===== src/hdl/krsd_pkg.sv =====
// Shared types and constants for the keypad row scan and debounce unit.
`default_nettype none
package krsd_pkg;

   localparam int unsigned ROW_WIDTH  = 2;
   localparam int unsigned LINE_WIDTH = 4;
   localparam int unsigned CODE_WIDTH = 5;
   localparam int unsigned CONFIRM_WIDTH = 8;
   localparam int unsigned COUNT_WIDTH   = 16;
   localparam int unsigned CSR_INDEX_WIDTH = 2;
   localparam int unsigned CSR_DATA_WIDTH  = 16;

   localparam logic [CODE_WIDTH-1:0] NO_KEY_CODE = 5'd16;
   localparam logic [LINE_WIDTH-1:0] ALL_LINES_HIGH = 4'hF;

   localparam logic [CONFIRM_WIDTH-1:0] CONFIRM_READS_RESET = 8'd5;
   localparam logic [COUNT_WIDTH-1:0]   QUIET_READS_RESET   = 16'd2500;
   localparam logic [COUNT_WIDTH-1:0]   HOLD_LIMIT_RESET    = 16'd11250;
   localparam logic [COUNT_WIDTH-1:0]   COUNT_MAX           = 16'hFFFF;

   typedef enum logic [CSR_INDEX_WIDTH-1:0] {
      CSR_CONFIRM_READS = 2'd0,
      CSR_QUIET_READS   = 2'd1,
      CSR_HOLD_LIMIT    = 2'd2
   } csr_index_type;

   typedef enum logic [1:0] {
      PHASE_IDLE    = 2'd0,
      PHASE_CONFIRM = 2'd1,
      PHASE_RELEASE = 2'd2
   } phase_type;

   typedef struct packed {
      logic [CONFIRM_WIDTH-1:0] confirm_reads;
      logic [COUNT_WIDTH-1:0]   quiet_reads;
      logic [COUNT_WIDTH-1:0]   hold_limit;
   } cfg_type;

   typedef struct packed {
      logic [LINE_WIDTH-1:0] row_drive;
      logic                  done_res;
      logic [ROW_WIDTH-1:0]  checked_row;
      logic [CODE_WIDTH-1:0] key_code;
      logic                  busy_res;
   } result_type;

endpackage
`default_nettype wire


===== src/hdl/krsd_scan_fsm.sv =====
// Scan state machine: row drive, press confirm and release wait counters.
`default_nettype none
module krsd_scan_fsm (
   input  wire logic                                  clock,
   input  wire logic                                  reset,
   input  wire logic                                  step,
   input  wire logic                                  start_req,
   input  wire logic [krsd_pkg::ROW_WIDTH-1:0]        row_select,
   input  wire logic [krsd_pkg::LINE_WIDTH-1:0]       column_sample,
   input  wire krsd_pkg::cfg_type                     cfg,
   output krsd_pkg::result_type                       result
);

   krsd_pkg::phase_type                     phase_ff, phase_in;
   logic [krsd_pkg::LINE_WIDTH-1:0]         captured_ff, captured_in;
   logic [krsd_pkg::ROW_WIDTH-1:0]          row_ff, row_in;
   logic [krsd_pkg::LINE_WIDTH-1:0]         drive_ff, drive_in;
   logic [krsd_pkg::CONFIRM_WIDTH-1:0]      confirm_ff, confirm_in;
   logic [krsd_pkg::COUNT_WIDTH-1:0]        quiet_ff, quiet_in;
   logic [krsd_pkg::COUNT_WIDTH-1:0]        hold_ff, hold_in;

   always_ff @(posedge clock) begin
      if (reset) begin
         phase_ff    <= krsd_pkg::PHASE_IDLE;
         captured_ff <= '0;
         row_ff      <= '0;
         drive_ff    <= krsd_pkg::ALL_LINES_HIGH;
         confirm_ff  <= '0;
         quiet_ff    <= '0;
         hold_ff     <= '0;
      end else if (step) begin
         phase_ff    <= phase_in;
         captured_ff <= captured_in;
         row_ff      <= row_in;
         drive_ff    <= drive_in;
         confirm_ff  <= confirm_in;
         quiet_ff    <= quiet_in;
         hold_ff     <= hold_in;
      end
   end

   always_comb begin
      logic                              done;
      logic [krsd_pkg::CODE_WIDTH-1:0]   code;
      logic [krsd_pkg::CONFIRM_WIDTH-1:0] confirm_next;
      logic                              no_cols;
      logic                              multi_cols;

      phase_in    = phase_ff;
      captured_in = captured_ff;
      row_in      = row_ff;
      drive_in    = drive_ff;
      confirm_in  = confirm_ff;
      quiet_in    = quiet_ff;
      hold_in     = hold_ff;
      done        = 1'b0;
      code        = '0;
      no_cols     = (column_sample == '0);
      multi_cols  = ((column_sample & (column_sample - 1'b1)) != '0);
      confirm_next = confirm_ff + 1'b1;

      unique case (phase_ff)
         krsd_pkg::PHASE_CONFIRM: begin
            if (no_cols) begin
               done = 1'b1;
               code = krsd_pkg::NO_KEY_CODE;
            end else begin
               confirm_in = confirm_next;
               if (confirm_next >= cfg.confirm_reads || confirm_next == '0) begin
                  phase_in = krsd_pkg::PHASE_RELEASE;
                  quiet_in = '0;
                  hold_in  = '0;
               end
            end
         end
         krsd_pkg::PHASE_RELEASE: begin
            if (!no_cols) begin
               quiet_in = '0;
            end else if (quiet_ff != krsd_pkg::COUNT_MAX) begin
               quiet_in = quiet_ff + 1'b1;
            end
            if (hold_ff != krsd_pkg::COUNT_MAX) begin
               hold_in = hold_ff + 1'b1;
            end
            if (quiet_in >= cfg.quiet_reads || hold_in >= cfg.hold_limit) begin
               done = 1'b1;
               code = {1'b0, captured_ff};
            end
         end
         default: begin
            phase_in = krsd_pkg::PHASE_IDLE;
            if (start_req) begin
               row_in      = row_select;
               drive_in    = krsd_pkg::ALL_LINES_HIGH &
                             ~(krsd_pkg::LINE_WIDTH'(1) << row_select);
               captured_in = column_sample;
               if (no_cols) begin
                  done = 1'b1;
                  code = krsd_pkg::NO_KEY_CODE;
               end else if (multi_cols) begin
                  done = 1'b1;
                  code = {1'b0, column_sample};
               end else begin
                  phase_in   = krsd_pkg::PHASE_CONFIRM;
                  confirm_in = '0;
               end
            end
         end
      endcase

      if (done) begin
         phase_in = krsd_pkg::PHASE_IDLE;
      end

      result.row_drive   = drive_in;
      result.done_res    = done;
      result.checked_row = done ? row_in : '0;
      result.key_code    = code;
      result.busy_res    = (phase_in != krsd_pkg::PHASE_IDLE);
   end

endmodule
`default_nettype wire


===== src/hdl/keypad_row_scan_debounce_unit.sv =====
// Top level of the keypad row scan and debounce unit.
// Each request is one sample tick of the four column lines together with a
// start flag and a row select. Every accepted request yields exactly one
// response: the row line pattern, a done flag with the checked row and key
// code (16 means no key), and a busy flag.
// The response is registered at the edge that accepts the request. Throughput
// is one request per cycle when the receiver does not stall, set by the single
// state update of the scan state machine per sample.
// The response register is taken over as it drains: req_ready is high when
// the response register is empty or rsp_ready is high, so a stalled receiver
// holds off new requests and the state machine does not advance.
// The csr port writes confirm_reads (0), quiet_reads (1) and hold_limit (2);
// other indexes are ignored.
// Reset (synchronous) returns the scan to idle, row lines all high, empties
// the response register and restores register defaults 5, 2500 and 11250.
`default_nettype none
module keypad_row_scan_debounce_unit (
   input  wire logic                                   clock,
   input  wire logic                                   reset,
   input  wire logic                                   req_valid,
   output logic                                        req_ready,
   input  wire logic                                   req_start_req,
   input  wire logic [krsd_pkg::ROW_WIDTH-1:0]         req_row_select,
   input  wire logic [krsd_pkg::LINE_WIDTH-1:0]        req_column_sample,
   output logic                                        rsp_valid,
   input  wire logic                                   rsp_ready,
   output logic [krsd_pkg::LINE_WIDTH-1:0]             rsp_row_drive,
   output logic                                        rsp_done_res,
   output logic [krsd_pkg::ROW_WIDTH-1:0]              rsp_checked_row,
   output logic [krsd_pkg::CODE_WIDTH-1:0]             rsp_key_code,
   output logic                                        rsp_busy_res,
   input  wire logic                                   csr_write_enable,
   input  wire logic [krsd_pkg::CSR_INDEX_WIDTH-1:0]   csr_index,
   input  wire logic [krsd_pkg::CSR_DATA_WIDTH-1:0]    csr_write_data
);

   krsd_pkg::cfg_type    cfg_ff;
   krsd_pkg::result_type step_result;
   krsd_pkg::result_type rsp_ff;
   logic                 rsp_valid_ff;
   logic                 accept;

   assign req_ready = !rsp_valid_ff || rsp_ready;
   assign accept    = req_valid && req_ready;

   always_ff @(posedge clock) begin
      if (reset) begin
         cfg_ff.confirm_reads <= krsd_pkg::CONFIRM_READS_RESET;
         cfg_ff.quiet_reads   <= krsd_pkg::QUIET_READS_RESET;
         cfg_ff.hold_limit    <= krsd_pkg::HOLD_LIMIT_RESET;
      end else if (csr_write_enable) begin
         unique case (csr_index)
            krsd_pkg::CSR_CONFIRM_READS:
               cfg_ff.confirm_reads <= csr_write_data[krsd_pkg::CONFIRM_WIDTH-1:0];
            krsd_pkg::CSR_QUIET_READS:
               cfg_ff.quiet_reads <= csr_write_data[krsd_pkg::COUNT_WIDTH-1:0];
            krsd_pkg::CSR_HOLD_LIMIT:
               cfg_ff.hold_limit <= csr_write_data[krsd_pkg::COUNT_WIDTH-1:0];
            default: ;
         endcase
      end
   end

   krsd_scan_fsm u_scan_fsm (
      .clock         (clock),
      .reset         (reset),
      .step          (accept),
      .start_req     (req_start_req),
      .row_select    (req_row_select),
      .column_sample (req_column_sample),
      .cfg           (cfg_ff),
      .result        (step_result)
   );

   always_ff @(posedge clock) begin
      if (reset) begin
         rsp_valid_ff <= 1'b0;
      end else if (req_ready) begin
         rsp_valid_ff <= req_valid;
      end
   end

   always_ff @(posedge clock) begin
      if (accept) begin
         rsp_ff <= step_result;
      end
   end

   assign rsp_valid       = rsp_valid_ff;
   assign rsp_row_drive   = rsp_ff.row_drive;
   assign rsp_done_res    = rsp_ff.done_res;
   assign rsp_checked_row = rsp_ff.checked_row;
   assign rsp_key_code    = rsp_ff.key_code;
   assign rsp_busy_res    = rsp_ff.busy_res;

endmodule
`default_nettype wire


===== config.mk =====
export PLATFORM = sky130hd
export DESIGN_NAME = keypad_row_scan_debounce_unit
export DESIGN_NICKNAME = d
export VERILOG_FILES = /design/src/hdl/krsd_pkg.sv /design/src/hdl/krsd_scan_fsm.sv /design/src/hdl/keypad_row_scan_debounce_unit.sv
export SDC_FILE = /design/constraint.sdc
export NUM_CORES = 1
export LEC_CHECK = 0
export BUFFER_PORTS_ARGS = -buffer_cell sky130_fd_sc_hd__buf_2
export CAP_MARGIN = 20
export CORE_MARGIN = 5
export CORE_UTILIZATION = 30
export CTS_CLUSTER_DIAMETER = 150
export CTS_CLUSTER_SIZE = 30
export DETAILED_ROUTE_END_ITERATION = 10
export GPL_TIMING_DRIVEN = 0
export MAX_ROUTING_LAYER = met4
export PLACE_DENSITY_LB_ADDON = 0.15
export RECOVER_POWER = 100
export SYNTH_ARGS = -nofsm -noshare
export SYNTH_HDL_FRONTEND = slang
export SYNTH_SLANG_ARGS = --single-unit

===== constraint.sdc =====
create_clock -name clock -period 12.8 [get_ports clock]
set_input_delay 3.84 -clock clock [delete_from_list [all_inputs] [get_ports clock]]
set_output_delay 3.84 -clock clock [all_outputs]
set_load 0.005 [all_outputs]

After elaboration in Yosys (flattened, before gate mapping)
Index checks and enable logic that the tools add are counted.
{"block": "totals", "ff_bits": 106, "inputBits": 30, "output_inout_bits": 15, "word_cells": 94}
{"block": "classes", "n_addsub": 4, "magnitude_cmp": 3, "n_eq_ne": 9, "shift": 1, "n_mux": 37, "n_bitwise": 5, "reduce_logical": 19}
{"cell": "16-bit 2-to-1 mux", "n": 7}
{"cell": "16-bit one-hot mux with 2 select lines", "n": 2}
{"cell": "16-bit by 1-bit adder with 16-bit output, second input constant", "n": 2}
{"cell": "16-bit greater-or-equal comparator", "n": 2}
{"cell": "8-bit 2-to-1 mux", "n": 4}
{"cell": "16-bit inequality test, second input constant", "n": 2}
{"cell": "4-bit 2-to-1 mux", "n": 4}
{"cell": "8-bit one-hot mux with 2 select lines", "n": 1}
{"cell": "5-bit 2-to-1 mux", "n": 3}
{"cell": "2-bit 2-to-1 mux", "n": 7}
{"cell": "5-bit one-hot mux with 2 select lines", "n": 1}
{"cell": "8-bit by 1-bit adder with 8-bit output, second input constant", "n": 1}
{"cell": "8-bit greater-or-equal comparator", "n": 1}
{"cell": "8-bit logical NOT", "n": 1}
{"cell": "1-bit 2-to-1 mux", "n": 6}
{"cell": "2-bit AND reduction", "n": 3}
{"cell": "2-bit nonzero test", "n": 3}
{"cell": "5-bit AND reduction", "n": 1}
{"cell": "4-bit AND", "n": 1}
{"cell": "2-bit by 1-bit equality test with 1-bit output, second input constant", "n": 2}
{"cell": "2-bit equality test, second input constant", "n": 2}
{"cell": "4-bit logical NOT", "n": 1}
{"cell": "2-bit inequality test, second input constant", "n": 2}
{"cell": "4-bit inverter", "n": 1}
{"cell": "other kinds (14)", "n": 18}

Logic depth before layout (Yosys ltp)
Gate-level depths: netlist of the first run.
{"block": "logic_depth", "ltp_word": 10, "mapped_depth": 16, "ltp_nobuf": 15}

By module
From an unflattened synthesis of the first run, not the netlist that was laid out.
{"block": "hier_totals", "cells_unflattened": 745, "hier_area_um2": 6371.1}
{"module": "krsd_scan_fsm", "instances": 1, "cells_each": 565, "area_per_inst_um2": 4267.8, "seq_area_each_um2": 1041.0}
{"module": "keypad_row_scan_debounce_unit", "instances": 1, "cells_each": 180, "area_per_inst_um2": 2103.3, "seq_area_each_um2": 1211.2}

Worst setup path after synthesis of the first run
Ideal clock, no wire load.
{"block": "synth_path", "kind": "input-to-output", "from": "in rsp_ready", "to": "out req_ready", "arrival_ns": 4.008, "required_ns": 8.960, "path_slack_ns": 4.952, "stages": 1, "path_buffers": 0, "path_cell_list": "nand2b_1"}
{"block": "synth_between", "elab_chain_cells": 1}
{"item": "start: declaration", "line": "keypad_row_scan_debounce_unit.sv:26", "source": "input wire logic rsp_ready,"}
{"item": "1-bit logical OR", "line": "keypad_row_scan_debounce_unit.sv:43", "source": "assign req_ready = !rsp_valid_ff || rsp_ready;"}
{"item": "end: declaration", "line": "keypad_row_scan_debounce_unit.sv:21", "source": "output logic req_ready,"}
Every way passes these cells.

Worst setup path after layout of the first run
Ends and elaborated chain as after synthesis.

==> results.yml, run 1 <==
status:
  status: "finished, violations left"
  violations: "slew limit"
cts:
  cts-root-buf: "clkbuf_16"
  cts_hold_buf: 0
  max-clock-path-buffers: 2
  cts-resized-gates: 0
  htree_num_levels: 3
  cts_buffers: 9
  postCtsSetupRepairBufs: 0
  tritoncts: "built"
  clk_pin_slew_ns: 0.07
  cts_sinks: 106
  insertion_delay_ns: 0.35
sta:
  setup_viol: 0
  finalSetupTns_ns: 0
  relSlewSlack: -0.04442
  worstMarginPinSlew_ns: 1.567
  hold_ws_ns: 0.4584
  drv_slew: 9
  fin_crit_ns: 8.106
  timing.final.ws_setup_ns: 4.694
  finClkSkew_ns: 0.003935
  finalCritPeriodShare: 0.6333
  fmax_ghz: 0.1234
  rsz0062_at_grt: "no"
  hold_violations: 0
setup_path:
  cp_cell_sequence: "buf_2, nand2b_1, clkbuf_1"
  crit_family: "buffers and inverters"
  worstSetupStartpointType: "primary input"
  end_kind: "output port"
  r2r.worst_path.cells: 14
  rr_startpoint: "u_scan_fsm.hold_ff[7]"
  cp.arrival_ns: 4.27
  r2r_end: "u_scan_fsm.phase_ff[1]"
  max_stage_delay_ns: 0.20
  critPathKind: "in2out"
  path_max_fanout: 4
  r2r_slack_ns: 7.98
  crit_slowest_cell: "nand2b_1"
  worst-path-buf-inv: 2
  cp_data_required_time_ns: 8.96
grt:
  grt_overflow: 0
  grt_pass1_wl_mm: 27.05
  grt_max_degree: 18
  antenna_found_initial: 0
  grt_pass1_vias: 5127
  grt.total_usage: 0.1555
job:
  maxCapViolations: 0
floorplan:
  die_area_sq_um: 22980
  pin_count: 45
  rows: 51
  core_area_sq_um: 19590
  initial_core_util: 0.3070
  die_w_um: 151.6
  die_y_um: 151.6
logic_synthesis:
  synth_ff_type: "dfxtp_1"
  synthCells: 741
  ys_ff_latch: 106
  yosysWarningCount: 0
  syn_nets: 818
  yosys.cell_count.top_type: "nand2_1"
  async_flop_share: 0
  syn_avg_cell_area_sq_um: 8.117
  synth_area_sq_um: 6015
  synth_cell_type_count: 60
  synth.cells.most_frequent: "nand2_1, dfxtp_1, a21oi_1"
  yosys.area.top_type: "dfxtp_1"
  synth_edf_count: 13
  yosysTopAreaCellShare: 0.3095
  yosysSeqAreaShare: 0.3745
  synth_area_leaders: "dfxtp_1, ha_1, a21oi_1"
finish:
  drive_gt1_frac: 0.07241
  finalNonFillerCells: 1066
  final_nets: 873
  diodes: 0
  area_growth_pct: 13.06
min_path:
  holdPathStages: 2
  holdPathEnd: "cfg_ff[20]"
  hp-class: "reg2reg"
  min-delay-start: "cfg_ff[20]"
detailed_routing:
  drtPass1Iterations: 5
  routedWlPerCell_um: 15.81
  drtIter0Drc: 278
  wl_mm: 16.85
  drc_errors: 0
  postRouteAntennaNets: 0
  vias: 5319
  via_per_inst: 4.990
placed_design:
  gp_congestion: 0.7967
  dp_hpwl_mm: 12.91
  dp_slack_ns: 4.686
  placed_cells: 1050
  port-buffer-count: 44
pwr:
  peakVddDrop_mv: 0.04965
  p_leak_nw: 2.730
  p_per_area_nw_per_um2: 97.77
  power.total_w: 0.0006649
## cell families (layout without fill, tap and decap cells)
| family | after synthesis | in the layout | synth area share |
|---|---|---|---|
| mux | 10 | 10 | 0.01706 |
| compound gates | 177 | 177 | 0.1845 |
| flops | 106 | 106 | 0.3745 |
| fa+ha+maj | 48 | 48 | 0.09944 |
| xor+xnor | 27 | 27 | 0.03932 |
| buf+inv | 85 | 145 | 0.05388 |
| simple gates | 288 | 288 | 0.2313 |
## layout make-up
| cell class | instances | area, sq um |
|---|---|---|
| inverters | 51 | 191.4 |
| flip-flops and latches | 106 | 2252 |
| fillers | 2177 | 12790 |
| repair buffers | 44 | 206.4 |
| clock inverters | 7 | 46.29 |
| multi-input cells | 550 | 3420 |
| clock buffers | 9 | 225.2 |
| plain buffers | 34 | 127.6 |
| well taps | 265 | 331.6 |
## how the worst max path moves through the flow
stage / slack (ns) / cells past startpoint / from / endpoint
2_1_floorplan: 4.95 / 1 / rsp_ready / req_ready
3_3_place_gp: 4.69 / 3 / rsp_ready / req_ready
3_5_place_dp: 4.69 / 3 / rsp_ready / req_ready
4_1_cts: 4.68 / 3 / rsp_ready / req_ready
5_1_grt: 4.68 / 3 / rsp_ready / req_ready
6_report: 4.69 / 3 / rsp_ready / req_ready
## metrics by stage
stage          area (sq um)    util
5_1_grt                6800  0.3471
4_1_cts                6838  0.3490
6_report               6800  0.3471
3_3_place_gp           6566  0.3352
2_1_floorplan          6015       -
3_5_place_dp           6566  0.3352
## power by group
group	switching [W]	internal (W)
Sequential	0.00000335	0.000347
Clock	0.000129	0.000131
Combinational	0.0000365	0.0000183
## per-layer routing
metal  global-route usage  up-vias  part of all wire
li1                     -     2748                 -
met4              0.03549        0            0.0092
met2               0.2596       75              0.49
met5                    -        -                 0
met1               0.1991     2484              0.47
met3              0.02469       12             0.035
## worst reg2reg max path, cell delays in order (launching register included)
cell	delay, ns
dfxtp_1	0.42
and4_1	0.31
nand4_1	0.16
or3_1	0.48
buf_1	0.28
xnor2_1	0.29
ha_1	0.27
or3b_2	0.46
o2111ai_1	0.12
a21oi_1	0.11
o21ai_0	0.35
a311oi_1	0.33
nor3_1	0.62
inv_1	0.17
o41ai_1	0.35
## cell usage in the layout, fill, tap and decap left out, drive strengths merged, types with 3 or more instances in the layout
| cell | count |
|---|---|
| clkbuf | 53 |
| nor3b | 4 |
| o32ai | 4 |
| o21a | 3 |
| a22oi | 5 |
| a22o | 4 |
| nand4b | 3 |
| buf | 34 |
| a211oi | 6 |
| or3 | 7 |
| nor2b | 4 |
| o2111ai | 3 |
| edfxtp | 13 |
| o21ai | 22 |
| mux2i | 8 |
| nand3b | 5 |
| and4 | 6 |
| o211ai | 17 |
| xor2 | 11 |
| nand3 | 38 |
| and3 | 11 |
| dfxtp | 93 |
| and2 | 4 |
| a21oi | 82 |
| nand2 | 102 |
| a31oi | 10 |
| nor2 | 64 |
| ha | 47 |
| clkinv | 7 |
| or4 | 3 |
| nor3 | 15 |
| inv | 49 |
| nand4 | 14 |
| a21o | 6 |
| xnor2 | 16 |
## registers in the layout, indices dropped and copies added, names as in the netlist
| register | flops |
|---|---|
| cfg_ff | 40 |
| u_scan_fsm.hold_ff | 16 |
| u_scan_fsm.quiet_ff | 16 |
| u_scan_fsm.confirm_ff | 8 |
| rsp_key_code | 5 |
| rsp_row_drive | 4 |
| u_scan_fsm.captured_ff | 4 |
| u_scan_fsm.drive_ff | 4 |
| rsp_checked_row | 2 |
| u_scan_fsm.phase_ff | 2 |
| u_scan_fsm.row_ff | 2 |
| rsp_busy_res | 1 |
| rsp_done_res | 1 |
| rsp_valid | 1 |
Note: power is estimated with default switching activity, not from simulation.
==> run 2, diff against run 1 <==
Settings changed: ABC_AREA set to 1.
Clock period 12.8 ns to 7.5 ns, I/O delays scaled along.
==> results.yml, run 2 <==
setup_path:
  max_stage_delay_ns: 0.38
  end_kind: "flop"
  worstSetupStartpointType: "primary input"
  cp_cell_sequence: "clkbuf_1, nor2_1, nand3_1, inv_1, o21ai_0, a21oi_1, ha_1, nand2_1, inv_1, nand2_1, nand2_1, nand2_1, nand2_1, nand2_1, nand3_1, nor2_1, nor2_1, nor2_1, nand2_1, a21oi_1"
  cp.arrival_ns: 5.21
  path_max_fanout: 8
  path_common_cell: "nand2_1"
  crit_slowest_cell: "inv_1"
  critPathKind: "in2reg"
  cp_data_required_time_ns: 7.78
sta:
  relSlewSlack: 0.5056
  finClkSkew_ns: 0.009710
  hold_violations: 0
  drv_slew: 0
  fmax_ghz: 0.2028
  rsz0062_at_grt: "no"
  finalSetupTns_ns: 0
  timing.final.ws_setup_ns: 2.569
  setup_viol: 0
  finalCritPeriodShare: 0.6575
  fin_crit_ns: 4.931
  worstMarginPinSlew_ns: 0.7389
logic_synthesis:
  syn_nets: 937
  synth.cells.most_frequent: "nand2_1, inv_1, a21oi_1"
  synth-adder-area-share: 0.09747
  synth_edf_count: 13
  async_flop_share: 0
  synthSimpleGateAreaFrac: 0.2557
  synth_top_family_by_area: "simple AND/OR/NAND/NOR gates"
  synth_ff_type: "dfxtp_1"
  yosysWarningCount: 0
  yosysTopAreaCellShare: 0.3086
  yosysSeqAreaShare: 0.3733
  ys_ff_latch: 106
  synth_mux_area_frac: 0
  yosys.area.top_type: "dfxtp_1"
  synth_area_leaders: "dfxtp_1, nand2_1, ha_1"
  synth-xor-area-share: 0.01887
  synth_cell_type_count: 33
  yosys.cell_count.top_type: "nand2_1"
  synthCells: 860
  synth_area_sq_um: 6033
  syn_avg_cell_area_sq_um: 7.015
  synth_compound_area_frac: 0.1626
cts:
  postCtsSetupRepairBufs: 0
  htree_num_levels: 3
  cts_sinks: 106
  cts-root-buf: "clkbuf_16"
  clk_pin_slew_ns: 0.07
  cts_hold_buf: 0
  cts-resized-gates: 0
  tritoncts: "built"
  insertion_delay_ns: 0.36
  cts_buffers: 9
  max-clock-path-buffers: 2
status:
  status: "completed"
detailed_routing:
  drtIter0Drc: 314
  postRouteAntennaNets: 0
  wl_mm: 16.59
  via_per_inst: 4.587
  drc_errors: 0
  drtPass1Iterations: 5
  routedWlPerCell_um: 14.02
  vias: 5431
pwr:
  p_leak_nw: 2.919
  pwr-share-clk: 0.432
  p_per_area_nw_per_um2: 186.0
  power.share.sequential: 0.474
  power_switching_w: 0.0003100
  power.total_w: 0.001277
  peakVddDrop_mv: 0.1083
  intPower_w: 0.0009668
  pwr-share-comb: 0.094
  p_sw_frac: 0.2428
grt:
  grt.total_usage: 0.1492
  grt_pass1_wl_mm: 27.14
  grt_max_degree: 22
  antenna_found_initial: 0
  grt_overflow: 0
  grt_pass1_vias: 5139
job:
  maxCapViolations: 0
finish:
  area_growth_pct: 13.79
  final_cell_mix: "nand2_1, inv_1, a21oi_1"
  diodes: 0
  drive_gt1_frac: 0.05441
  top_register: "cfg_ff"
  top_regs: "cfg_ff x40, u_scan_fsm.hold_ff x16, u_scan_fsm.quiet_ff x16"
  largest_register_ffs: 40
  final_common_cell: "nand2_1"
  design_area_sq_um: 6865
  final_nets: 991
placed_design:
  port-buffer-count: 43
  gp_congestion: 0.8152
  place_area_sq_um: 6580
  dp_slack_ns: 2.123
  dp_hpwl_mm: 12.96
floorplan:
  die_w_um: 151.8
  pin_count: 45
  core_area_sq_um: 19650
  rows: 51
  die_y_um: 151.8
  initial_core_util: 0.3070
  die_area_sq_um: 23050
min_path:
  hp-class: "reg2reg"
run 2: changes by cell type after synthesis, moves of 10 or more:
cell | previous run | this run
a21oi_1 | 82 | 108
and3_1 | 11 | 0
clkbuf_1 | 28 | 18
inv_1 | 49 | 115
nand2_1 | 102 | 224
o21ai_0 | 22 | 49
xnor2_1 | 16 | 4
run 2: worst paths after layout:
kind	from	to	slack, ns	cells past startpoint
hold reg to reg	u_scan_fsm.captured_ff[1]	u_scan_fsm.captured_ff[1]	0.46	2
setup / recovery	req_column_sample[0]	u_scan_fsm.phase_ff[0]	2.57	20
setup reg to reg	u_scan_fsm.hold_ff[0]	u_scan_fsm.phase_ff[0]	3.79	20
hold / removal	u_scan_fsm.captured_ff[1]	u_scan_fsm.captured_ff[1]	0.46	2
run 2: worst max-delay path, delay by kind of cell:
kind	cells	cell delay, ns
buffers and inverters	3	0.53
adder cells (fa/ha/maj)	1	0.30
AO/OA/AOI/OAI	3	0.56
AND/OR/NAND/NOR	13	1.56
run 2: cells by family after synthesis:
group | after synthesis
fa+ha+maj | 47
buf+inv | 143
xor+xnor | 13
compound gates | 184
flops | 106
simple gates | 367
run 2: area by class of cell:
| class | count | area, sq um |
|---|---|---|
| fillers | 2193 | 12790 |
| multi-input cells | 611 | 3197 |
| flip-flops and latches | 106 | 2252 |
| inverters | 118 | 442.9 |
| well taps | 265 | 331.6 |
| clock buffers | 13 | 281.5 |
| repair buffers | 43 | 196.4 |
| plain buffers | 25 | 95.09 |
| clock inverters | 3 | 68.82 |
run 2: stage by stage:
step                std cells  hold WS, ns  utilization
floorplan                 860       0.4246            -
global placement         1168       0.4514       0.3348
detailed placement       1168       0.4496       0.3348
CTS                      1184       0.4590       0.3526
global route             1184       0.4827       0.3493
finish                   1184       0.4573       0.3493
run 2: routing by layer:
metal  track usage  up-vias  part of all wire
met5             -        -                 0
met4       0.03853        0             0.015
met3       0.03834       18             0.041
met2        0.2352       81              0.45
met1        0.1917     2421              0.49
li1              -     2911                 -
run 2: power by group through the flow:
stage | Sequential [W] | Combinational, W | Clock, W
after floorplan | 0.000617 | 0.0000785 | 0
after global placement | 0.000618 | 0.000125 | 0
after detailed placement | 0.000618 | 0.000125 | 0
after CTS | 0.000605 | 0.000125 | 0.000571
after global routing | 0.000608 | 0.000139 | 0.000592
final | 0.000605 | 0.000120 | 0.000552
==> run 3, diff against run 2 <==
Clock period 7.5 ns to 4.4 ns, I/O delays scaled along.
==> results.yml, run 3 (synthesized netlist as in run 2, its figures left out) <==
placed_design:
  dp_hpwl_mm: 12.96
  placed_cells: 1168
  gp_congestion: 0.8152
  port-buffer-count: 43
  dp_slack_ns: -0.04696
sta:
  timing.final.ws_setup_ns: 0.4019
  finClkSkew_ns: 0.009710
  hold_violations: 0
  setup_viol: 0
  fin_crit_ns: 3.998
  drv_slew: 0
  finalCritPeriodShare: 0.9087
  worstMarginPinSlew_ns: 0.7389
  relSlewSlack: 0.5056
  fmax_ghz: 0.2501
  rsz0062_at_grt: "no"
  hold_ws_ns: 0.4573
cts:
  htree_num_levels: 3
  insertion_delay_ns: 0.36
  cts_hold_buf: 0
  cts_sinks: 106
  cts-root-buf: "clkbuf_16"
  clk_pin_slew_ns: 0.07
  cts-resized-gates: 0
  cts_buffers: 9
  postCtsSetupRepairBufs: 0
  tritoncts: "built"
  max-clock-path-buffers: 2
setup_path:
  worst-path-buf-inv: 3
  cp_cell_sequence: "buf_2, nor2_1, nand3_1, inv_1, o21ai_0, a21oi_1, ha_1, nand2_1, inv_1, nand2_1, nand2_1, nand2_1, nand2_1, nand2_1, nand3_1, nor2_1, nor2_1, nor2_1, nand2_1, a21oi_1"
  critPathKind: "in2reg"
  path_common_cell: "nand2_1"
  path_max_fanout: 8
  startpoint: "req_column_sample[0]"
  cp.arrival_ns: 4.27
  end_kind: "flop"
  max_stage_delay_ns: 0.38
  cp_data_required_time_ns: 4.68
  crit_family: "simple AND/OR/NAND/NOR gates"
  worstSetupStartpointType: "primary input"
  crit_slowest_cell: "inv_1"
  rr_startpoint: "u_scan_fsm.hold_ff[0]"
finish:
  diodes: 0
  top_register: "cfg_ff"
  fin_util: 0.3494
  final_cell_mix: "nand2_1, inv_1, a21oi_1"
  top_regs: "cfg_ff x40, u_scan_fsm.hold_ff x16, u_scan_fsm.quiet_ff x16"
  finalNonFillerCells: 1184
  largest_register_ffs: 40
  drive_gt1_frac: 0.05550
  final_nets: 991
  final_common_cell: "nand2_1"
  area_growth_pct: 13.81
floorplan:
  core_area_sq_um: 19650
  initial_core_util: 0.3070
  die_y_um: 151.8
  die_w_um: 151.8
  rows: 51
  die_area_sq_um: 23050
  pin_count: 45
detailed_routing:
  drtPass1Iterations: 5
  drc_errors: 0
  drtIter0Drc: 314
  wl_mm: 16.60
  postRouteAntennaNets: 0
  vias: 5431
  routedWlPerCell_um: 14.02
  via_per_inst: 4.587
status:
  status: "completed"
grt:
  antenna_found_initial: 0
  grt_overflow: 0
  grt_pass1_vias: 5139
  grt_pass1_wl_mm: 27.14
  grt.total_usage: 0.1492
  grt_max_degree: 22
pwr:
  peakVddDrop_mv: 0.1847
  p_leak_nw: 2.922
  p_per_area_nw_per_um2: 317.0
min_path:
  hp-class: "reg2reg"
  min-delay-start: "u_scan_fsm.captured_ff[1]"
job:
  maxCapViolations: 0
## run 3: changes by cell type in the layout (fill, tap and decap cells not counted), sizes merged
cell,before,now
buf,29,30
clkbuf,52,51
## run 3: worst register-to-register path, stage by stage (launching register included)
cell and delay [ns]:
dfxtp_1 0.43, ha_1 0.21, nand2_1 0.07, nor2_1 0.28
nand4_1 0.39, clkbuf_1 0.35, nand2_1 0.25, ha_1 0.28
nand2_1 0.09, inv_1 0.04, nand2_1 0.05, nand2_1 0.04
nand2_1 0.05, nand2_1 0.04, nand2_1 0.05, nand3_1 0.12
nor2_1 0.18, nor2_1 0.09, nor2_1 0.32, nand2_1 0.14
a21oi_1 0.16
## run 3: path summary, 6_finish.rpt
kind                                to  slack, ns  cells after the start
min reg2reg  u_scan_fsm.captured_ff[1]       0.46                      2
max reg2reg     u_scan_fsm.phase_ff[0]       0.69                     20
max             u_scan_fsm.phase_ff[0]       0.40                     20
min          u_scan_fsm.captured_ff[1]       0.46                      2
## run 3: stage by stage
step	power, W	area (sq um)	TNS [ns]
floorplan	0.001186	6033	0
global placement	0.001266	6580	-0.2672
detailed placement	0.001266	6580	-0.06151
CTS	0.002218	6930	0
global route	0.002282	6867	0
finish	0.002177	6867	0
## run 3: area by class of cell
cell class / instances / area [sq um]
repair buffers: 43 / 197.7
clock buffers: 13 / 281.5
clock inverters: 3 / 68.82
flip-flops and latches: 106 / 2252
plain buffers: 25 / 95.09
fillers: 2193 / 12790
multi-input cells: 611 / 3197
well taps: 265 / 331.6
inverters: 118 / 442.9
## run 3: routing by layer
metal,vias up,GRT usage,part of all wire
li1,2911,-,-
met1,2419,0.1917,0.49
met2,83,0.2352,0.45
met3,18,0.03834,0.041
met4,0,0.03853,0.015
met5,-,-,0
## run 3: power breakdown
group / switching [W] / internal, W
sequential: 0.0000142 / 0.00102
clock: 0.000374 / 0.000566
combinational: 0.000140 / 0.0000643
